### src/rtl/alab_pkg.sv
// Shared types and constants of the ambient light auto brightness block.
// No dependencies; imported by every module of the block.
`default_nettype none

package alab_pkg;

  // Averaging and range selection
  localparam int unsigned SumW    = 15;
  localparam int unsigned AvgW    = 12;
  localparam int unsigned CodeW   = 16;
  localparam logic [AvgW-1:0] AvgLimit = 12'd4000;

  // Divider range codes
  localparam logic [1:0] RANGE_LOW  = 2'd0;
  localparam logic [1:0] RANGE_MID  = 2'd1;
  localparam logic [1:0] RANGE_HIGH = 2'd2;

  // Ladder thresholds on the light code, brightest-light first
  localparam logic [CodeW-1:0] Thr4   = 16'h8CE4;
  localparam logic [CodeW-1:0] Thr10  = 16'h8C62;
  localparam logic [CodeW-1:0] Thr20  = 16'h8BB8;
  localparam logic [CodeW-1:0] Thr40  = 16'h87D0;
  localparam logic [CodeW-1:0] Thr90  = 16'h8190;
  localparam logic [CodeW-1:0] Thr128 = 16'h47D0;
  localparam logic [CodeW-1:0] Thr196 = 16'h4460;
  localparam logic [CodeW-1:0] Thr255 = 16'h4000;

  // Level stepping
  localparam logic [7:0] BigStep     = 8'd10;
  localparam logic [8:0] BigStepGap  = 9'd9;
  localparam logic [7:0] BigDownMin  = 8'd20;
  localparam logic [1:0] WaitTurn    = 2'd3;
  localparam logic [1:0] WaitSteady  = 2'd2;
  localparam logic [7:0] LevelReset  = 8'd128;

  // Register indexes on the configuration port
  localparam logic [1:0] REG_AUTO_MODE   = 2'd0;
  localparam logic [1:0] REG_NEVER_OFF   = 2'd1;
  localparam logic [1:0] REG_MANUAL_BRT  = 2'd2;

  typedef struct packed {
    logic       auto_mode;
    logic       never_off;
    logic [7:0] manual_brightness;
  } alab_cfg_t;

  typedef struct packed {
    logic [7:0]      target;
    logic [1:0]      range_mode;
    logic [AvgW-1:0] light_value;
  } alab_light_t;

endpackage

`default_nettype wire

### src/rtl/ambient_light_auto_brightness.sv
// Top level of the ambient light auto brightness block.
// Depends on alab_pkg, alab_light and alab_level.
//
// Usage:
//   in_*   : stream of sample sets (three 15-bit sums of 8 ADC readings plus
//            the key-hold flag in in_tuser). One transfer per accepted set.
//   out_*  : one result per sample set: brightness, target, range and
//            averaged light value in out_tdata, brightness_changed in out_tuser.
//   cfg_*  : APB register port; 0x0 auto_mode, 0x4 never_off,
//            0x8 manual_brightness. Write only while the block is idle.
// Path: an accepted input is held in the input register, then in the result
//   register, where it is valid. Throughput: one item per cycle while
//   out_tready is high; the level update is a single compare/add path from
//   the input register to the result register and the level register.
// Reset (rst_n low, synchronous): both stages empty, level 128, countdowns
//   zero, registers at auto_mode 1, never_off 0, manual_brightness 128.
// Stall: while out_tready is low the result holds; one more item can wait
//   in the input register, after which in_tready drops.
`default_nettype none

module ambient_light_auto_brightness
  import alab_pkg::*;
(
  input  wire logic        clk,
  input  wire logic        rst_n,
  // input stream
  input  wire logic        in_tvalid,
  output logic             in_tready,
  input  wire logic [47:0] in_tdata,  // [14:0] sum_low_resistor, [29:15] sum_mid_resistor,
                                      // [44:30] sum_high_resistor, [47:45] zero
  input  wire logic        in_tuser,  // [0] hold_on
  // result stream
  output logic             out_tvalid,
  input  wire logic        out_tready,
  output logic      [31:0] out_tdata, // [7:0] brightness, [15:8] target_brightness,
                                      // [17:16] range_mode, [29:18] light_value, [31:30] zero
  output logic             out_tuser, // [0] brightness_changed
  // configuration
  input  wire logic        cfg_psel,
  input  wire logic        cfg_penable,
  input  wire logic        cfg_pwrite,
  input  wire logic [3:0]  cfg_paddr,
  input  wire logic [31:0] cfg_pwdata,
  output logic      [31:0] cfg_prdata,
  output logic             cfg_pready
);

  alab_cfg_t cfg_r;
  logic      cfg_wr;

  logic            s1_valid_r, s1_valid_nxt;
  logic [SumW-1:0] s1_low_r, s1_mid_r, s1_high_r;
  logic            s1_hold_r;
  logic            s1_adv;
  logic            in_xfer;

  logic        out_valid_r, out_valid_nxt;
  logic [31:0] out_data_r;
  logic        out_user_r;

  alab_light_t light;
  logic [7:0]  level_next;
  logic        level_changed;

  // Register port
  assign cfg_pready = 1'b1;
  assign cfg_wr     = cfg_psel && cfg_penable && cfg_pwrite && cfg_pready;

  always_ff @(posedge clk) begin
    if (!rst_n) begin
      cfg_r.auto_mode         <= 1'b1;
      cfg_r.never_off         <= 1'b0;
      cfg_r.manual_brightness <= LevelReset;
    end else if (cfg_wr) begin
      case (cfg_paddr[3:2])
        REG_AUTO_MODE:  cfg_r.auto_mode         <= cfg_pwdata[0];
        REG_NEVER_OFF:  cfg_r.never_off         <= cfg_pwdata[0];
        REG_MANUAL_BRT: cfg_r.manual_brightness <= cfg_pwdata[7:0];
        default: ;
      endcase
    end
  end

  always_comb begin
    case (cfg_paddr[3:2])
      REG_AUTO_MODE:  cfg_prdata = {31'd0, cfg_r.auto_mode};
      REG_NEVER_OFF:  cfg_prdata = {31'd0, cfg_r.never_off};
      REG_MANUAL_BRT: cfg_prdata = {24'd0, cfg_r.manual_brightness};
      default:        cfg_prdata = 32'd0;
    endcase
  end

  // Stage handshake: input register feeds the result register
  assign s1_adv    = s1_valid_r && (!out_valid_r || out_tready);
  assign in_tready = !s1_valid_r || s1_adv;
  assign in_xfer   = in_tvalid && in_tready;

  always_comb begin
    s1_valid_nxt = s1_valid_r;
    if (in_xfer)     s1_valid_nxt = 1'b1;
    else if (s1_adv) s1_valid_nxt = 1'b0;
    out_valid_nxt = out_valid_r;
    if (s1_adv)          out_valid_nxt = 1'b1;
    else if (out_tready) out_valid_nxt = 1'b0;
  end

  always_ff @(posedge clk) begin
    if (!rst_n) begin
      s1_valid_r  <= 1'b0;
      out_valid_r <= 1'b0;
    end else begin
      s1_valid_r  <= s1_valid_nxt;
      out_valid_r <= out_valid_nxt;
    end
  end

  // Input register payload
  always_ff @(posedge clk) begin
    if (in_xfer) begin
      s1_low_r  <= in_tdata[14:0];
      s1_mid_r  <= in_tdata[29:15];
      s1_high_r <= in_tdata[44:30];
      s1_hold_r <= in_tuser;
    end
  end

  alab_light u_light (
    .sum_low   (s1_low_r),
    .sum_mid   (s1_mid_r),
    .sum_high  (s1_high_r),
    .hold_on   (s1_hold_r),
    .never_off (cfg_r.never_off),
    .light     (light)
  );

  alab_level u_level (
    .clk        (clk),
    .rst_n      (rst_n),
    .step       (s1_adv),
    .cfg        (cfg_r),
    .target     (light.target),
    .level_next (level_next),
    .changed    (level_changed)
  );

  // Result register payload
  always_ff @(posedge clk) begin
    if (s1_adv) begin
      out_data_r <= {2'b00, light.light_value, light.range_mode, light.target, level_next};
      out_user_r <= level_changed;
    end
  end

  assign out_tvalid = out_valid_r;
  assign out_tdata  = out_data_r;
  assign out_tuser  = out_user_r;

endmodule

`default_nettype wire

### src/rtl/alab_light.sv
// Range selection and brightness ladder for one sample set.
// Pure combinational; depends on alab_pkg.
`default_nettype none

module alab_light
  import alab_pkg::*;
(
  input  wire logic [SumW-1:0] sum_low,
  input  wire logic [SumW-1:0] sum_mid,
  input  wire logic [SumW-1:0] sum_high,
  input  wire logic            hold_on,
  input  wire logic            never_off,
  output alab_light_t          light
);

  logic [AvgW-1:0]  avg_low;
  logic [AvgW-1:0]  avg_mid;
  logic [AvgW-1:0]  avg_high;
  logic [1:0]       range_sel;
  logic [AvgW-1:0]  val_sel;
  logic [CodeW-1:0] code;
  logic [7:0]       tgt;

  // Divide each 8-sample sum by 8
  assign avg_low  = sum_low[SumW-1:3];
  assign avg_mid  = sum_mid[SumW-1:3];
  assign avg_high = sum_high[SumW-1:3];

  // First divider below the limit, high divider as fallback
  always_comb begin
    if (avg_low < AvgLimit) begin
      range_sel = RANGE_LOW;
      val_sel   = avg_low;
    end else if (avg_mid < AvgLimit) begin
      range_sel = RANGE_MID;
      val_sel   = avg_mid;
    end else begin
      range_sel = RANGE_HIGH;
      val_sel   = avg_high;
    end
  end

  // Range sits at bits [15:14] of the light code
  assign code = {range_sel, 2'b00, val_sel};

  // Ladder: the lowest threshold passed wins
  always_comb begin
    if (code < Thr255)      tgt = 8'd255;
    else if (code < Thr196) tgt = 8'd196;
    else if (code < Thr128) tgt = 8'd128;
    else if (code < Thr90)  tgt = 8'd90;
    else if (code < Thr40)  tgt = 8'd40;
    else if (code < Thr20)  tgt = 8'd20;
    else if (code < Thr10)  tgt = 8'd10;
    else if (code < Thr4)   tgt = 8'd4;
    else if (never_off || hold_on) tgt = 8'd1;
    else tgt = 8'd0;
  end

  assign light.target      = tgt;
  assign light.range_mode  = range_sel;
  assign light.light_value = val_sel;

endmodule

`default_nettype wire

### src/rtl/alab_level.sv
// Kept brightness level with direction-change countdowns.
// Depends on alab_pkg; updated once per item moved to the result register.
`default_nettype none

module alab_level
  import alab_pkg::*;
(
  input  wire logic       clk,
  input  wire logic       rst_n,
  input  wire logic       step,
  input  wire alab_cfg_t  cfg,
  input  wire logic [7:0] target,
  output logic      [7:0] level_next,
  output logic            changed
);

  logic [7:0] level_r,     level_nxt;
  logic [1:0] rise_wait_r, rise_wait_nxt;
  logic [1:0] fall_wait_r, fall_wait_nxt;
  logic [8:0] lv_wide;
  logic [8:0] tg_wide;

  assign lv_wide = {1'b0, level_r};
  assign tg_wide = {1'b0, target};

  // Next level and countdowns
  always_comb begin
    level_nxt     = level_r;
    rise_wait_nxt = rise_wait_r;
    fall_wait_nxt = fall_wait_r;
    if (!cfg.auto_mode) begin
      level_nxt = cfg.manual_brightness;
    end else if (target < level_r) begin
      rise_wait_nxt = WaitTurn;
      if (fall_wait_r != 2'd0) begin
        fall_wait_nxt = fall_wait_r - 2'd1;
      end else if ((tg_wide + BigStepGap < lv_wide) && (level_r > BigDownMin)) begin
        level_nxt = level_r - BigStep;
      end else begin
        level_nxt = level_r - 8'd1;
      end
    end else if (target > level_r) begin
      fall_wait_nxt = WaitTurn;
      if (rise_wait_r != 2'd0) begin
        rise_wait_nxt = rise_wait_r - 2'd1;
      end else if (tg_wide > lv_wide + BigStepGap) begin
        level_nxt = level_r + BigStep;
      end else begin
        level_nxt = level_r + 8'd1;
      end
    end else begin
      rise_wait_nxt = WaitSteady;
      fall_wait_nxt = WaitSteady;
    end
  end

  assign level_next = level_nxt;
  assign changed    = (level_nxt != level_r);

  always_ff @(posedge clk) begin
    if (!rst_n) begin
      level_r     <= LevelReset;
      rise_wait_r <= 2'd0;
      fall_wait_r <= 2'd0;
    end else if (step) begin
      level_r     <= level_nxt;
      rise_wait_r <= rise_wait_nxt;
      fall_wait_r <= fall_wait_nxt;
    end
  end

endmodule

`default_nettype wire

### config.mk
export PLATFORM = sky130hd
export DESIGN_NAME = ambient_light_auto_brightness
export DESIGN_NICKNAME = d
export VERILOG_FILES = /design/src/rtl/alab_pkg.sv /design/src/rtl/ambient_light_auto_brightness.sv /design/src/rtl/alab_light.sv /design/src/rtl/alab_level.sv
export SDC_FILE = /design/constraint.sdc
export NUM_CORES = 1
export LEC_CHECK = 0
export CELL_PAD_IN_SITES_DETAIL_PLACEMENT = 0
export CELL_PAD_IN_SITES_GLOBAL_PLACEMENT = 1
export CORE_ASPECT_RATIO = 2
export CORE_MARGIN = 3
export CORE_UTILIZATION = 50
export CTS_BUF_LIST = sky130_fd_sc_hd__clkbuf_4
export DETAILED_ROUTE_END_ITERATION = 16
export DONT_BUFFER_PORTS = 1
export GPL_TIMING_DRIVEN = 1
export PLACE_DENSITY_LB_ADDON = 0.1
export SYNTH_ARGS = -nofsm -noshare
export SYNTH_HDL_FRONTEND = slang
export SYNTH_SLANG_ARGS = --single-unit
### constraint.sdc
create_clock -name clk -period 6.11 [get_ports clk]
set_input_delay 0.611 -clock clk [delete_from_list [all_inputs] [get_ports clk]]
set_output_delay 0.611 -clock clk [all_outputs]
set_load 0.01 [all_outputs]
==> flow_summary_export.csv <==
group,metric,value,unit
detailed_routing,dr.pass1.iters,5,
synthesis,netlist_area,5720,um2
clocking,cts_setup_buffers,0,
place,dpl_cell_area,5747,um2
synthesis,synth_top_area_share,0.3570,
synthesis,synthArstFlopShare,0,
layout,layout_commonest_cell,"edfxtp_1",
detailed_routing,via_per_inst,6.031,
layout,finish.net_count,685,
detailed_routing,wirelength_met1,4.352,mm
synthesis,syn_inst,563,
synthesis,synth_area_leader_cell,"edfxtp_1",
global_route,antenna_found_initial,1,
detailed_routing,drtIter0Drc,187,
timing,max_freq,185.4,MHz
clocking,cts_buffers,9,
detailed_routing,wl_per_cell,20.32,um
critical_path,critPathMaxStageDelay,460,ps
clocking,ctsHoldBuffers,0,
critical_path,critPathKind,"reg -> reg",
worst_hold_path,min_from,"rst_n",
job,max_cap_violations,0,
critical_path,cp-start-kind,"flip-flop",
critical_path,path_buf_inv,2,
floorplanning,rows,54,
synthesis,synth_edf_count,68,
global_route,grtUsageTotal,0.2325,
worst_hold_path,hold_class,"in -> reg",
timing,tightest_slew,774.5,ps
detailed_routing,top_layer,"met4",
place,routabilityCongestion,0.8657,
detailed_routing,antenna_left,0,
timing,hold_ws,207.9,ps
floorplanning,ioPinCount,160,
detailed_routing,wl_met3,384,um
clocking,clock_path_buffers,2,
synthesis,synth_seq_cells,92,
critical_path,critPathTopFamily,"compound AO/OA/AOI/OAI gates",
synthesis,ys_warn_count,0,
status,status,"completed",
timing,slew_viol_final,0,
layout,syn_to_final_growth,2.822,%
clocking,htreeDepth,3,
timing,setup_viol,0,
timing,slew-limit-headroom,0.4829,
timing,worst_clock_skew,26.20,ps
detailed_routing,vias,4258,
global_route,grt_overflow_total,0,
clocking,clk_transition_reported_paths,160,ps
global_route,grt_max_degree,38,
clocking,clock_sinks,92,
clocking,cts_tree,"built",
detailed_routing,route.met2.wl,8.588,mm
critical_path,reg2reg_slack,720,ps
critical_path,crit_required,6330,ps
floorplanning,core-area,11010,um2
global_route,grt_pass1_vias,4260,
synthesis,yosysSeqAreaShare,0.4409,
power_and_ir_drop,finalPower,1432,uW
clocking,insertion_delay,450,ps
timing,rsz0062_at_grt,"no",
detailed_routing,drc,0,
layout,final_area,5882,um2
synthesis,yosys_most_used_dff,"edfxtp_1",
layout,drive_gt1_frac,0.1097,
power_and_ir_drop,vdd_drop_max,0.1799,mV
detailed_routing,routed_wl,14.35,mm
clocking,cts-root-buf,"clkbuf_4",
synthesis,ys_types,82,
floorplanning,die_y,157.3,um
critical_path,crit_chain,"and4_1 -> nand2_2 -> o31ai_4 -> and4b_1 -> nand2_2 -> a31oi_4 -> inv_2 -> a21oi_1 -> nand2b_1 -> ha_1 -> ha_1 -> nor2b_1 -> o21a_1 -> o21a_1 -> o41ai_2 -> buf_4 -> nand2_1 -> a32o_1 -> nor2_1 -> a21oi_1 -> a2111o_1",
synthesis,netlist_top_cells_area,"edfxtp_1, dfxtp_1, ha_1",
critical_path,crit_arrival,5610,ps
critical_path,timing.rr.start,"s1_low_r[14]",
global_route,grt_pass1_wl,22.01,mm
synthesis,syn-mean-instance-area,10.16,um2
place,numPortBuffers,0,
floorplanning,initial_core_util,0.5194,
power_and_ir_drop,power.density,243.5,nW/um2
critical_path,crit_fanout,13,
timing,finalSetupTns,0,ps
clocking,postCtsResizedCells,0,
timing,fin_crit,5395,ps
floorplanning,die_area,12840,um2
place,hpwl,11.47,mm
power_and_ir_drop,p_leak,0.002070,uW
floorplanning,die_w,81.64,um
timing,final_hold_viol_count,0,
critical_path,end_kind,"flip-flop",
timing,post-route-period-util,0.8830,
critical_path,critPathLaunch,"s1_low_r[14]",
layout,fillerInstances,1026,
critical_path,cp_slowest_cell,"edfxtp_1",
layout,layout.cells.most_common_list,"edfxtp_1, nor2_1, nand2_1",
## flip-flops by register name, summed over array words and instances, names as in the netlist, 2 cells and up
| register | cells |
|---|---|
| s1_low_r | 12 |
| u_level.rise_wait_r | 2 |
| u_level.fall_wait_r | 2 |
| s1_mid_r | 12 |
| s1_high_r | 12 |
| u_level.level_r | 8 |
| out_tdata | 30 |
| cfg_r | 10 |
## Yosys cell counts (4+ instances only)
master	number
mux2i_1	14
buf_4	28
a21o_1	4
xor2_1	8
edfxtp_1	68
nor2b_1	7
dfxtp_1	24
ha_1	33
o211ai_1	11
o21a_1	7
o21ai_0	25
nor2_1	43
and2_1	11
nand2_2	4
nor4_1	4
and3_1	6
nand4_1	7
nand2_1	42
o21ai_1	5
nand2b_1	8
xnor2_1	11
nand3_1	17
nor3_1	13
a21oi_1	32
a31oi_1	13
clkbuf_1	13
mux2_2	5
inv_1	21
## logic make-up after synthesis
family	synth area share
and+or+nand+nor	0.1643
AOI/OAI and AO/OA	0.1899
DFF	0.4409
buffers and inverters	0.06802
adders and majority gates	0.07218
xor gates and xnor gates	0.02909
muxes	0.03434
other	0.001313
## worst paths after layout
kind / to / depth (start not counted)
setup / recovery: out_tuser / 21
hold / removal: cfg_r[7] / 1
setup reg to reg: out_tuser / 21
hold reg to reg: u_level.rise_wait_r[0] / 2
## power breakdown
group / switching (uW) / internal (uW)
Combinational: 212 / 134
Clock: 218 / 95.1
Sequential: 49.8 / 723
## metrics by stage
step | worst slack [ps] | std cells | utilization
after global routing | 351.2 | 706 | 0.5341
after floorplan | 1543 | 588 | -
after global placement | 704.0 | 689 | 0.5218
after detailed placement | 703.3 | 689 | 0.5218
after CTS | 705.0 | 705 | 0.5339
final | 715.2 | 706 | 0.5341
## per-layer routing
layer	vias up	GRT usage
li1	2028	-
met1	2034	0.1941
met2	142	0.4595
met3	54	0.04238
met4	0	0.1593
met5	-	0
## worst reg2reg max path: cells and delay by family (launching register included)
family	cells	cell delay, ps
flip-flops	1	460
AND/OR/NAND/NOR	8	1630
adder cells (fa/ha/maj)	2	550
AO/OA/AOI/OAI	9	2230
buffers and inverters	2	310
## area by class of cell
| type | count | area [um2] | area share |
|---|---|---|---|
| flip-flops and latches | 92 | 2522 | 0.4288 |
| inverters | 25 | 93.84 | 0.01595 |
| clock buffers | 10 | 75.07 | 0.01276 |
| multi-input cells | 425 | 2903 | 0.4935 |
| clock inverters | 6 | 57.56 | 0.009785 |
| repair buffers | 7 | 52.55 | 0.008934 |
| diodes | 1 | 2.502 | 0.0004254 |
| well taps | 140 | 175.2 | 0.02978 |
No activity file was read; power rests on OpenSTA's default activity.
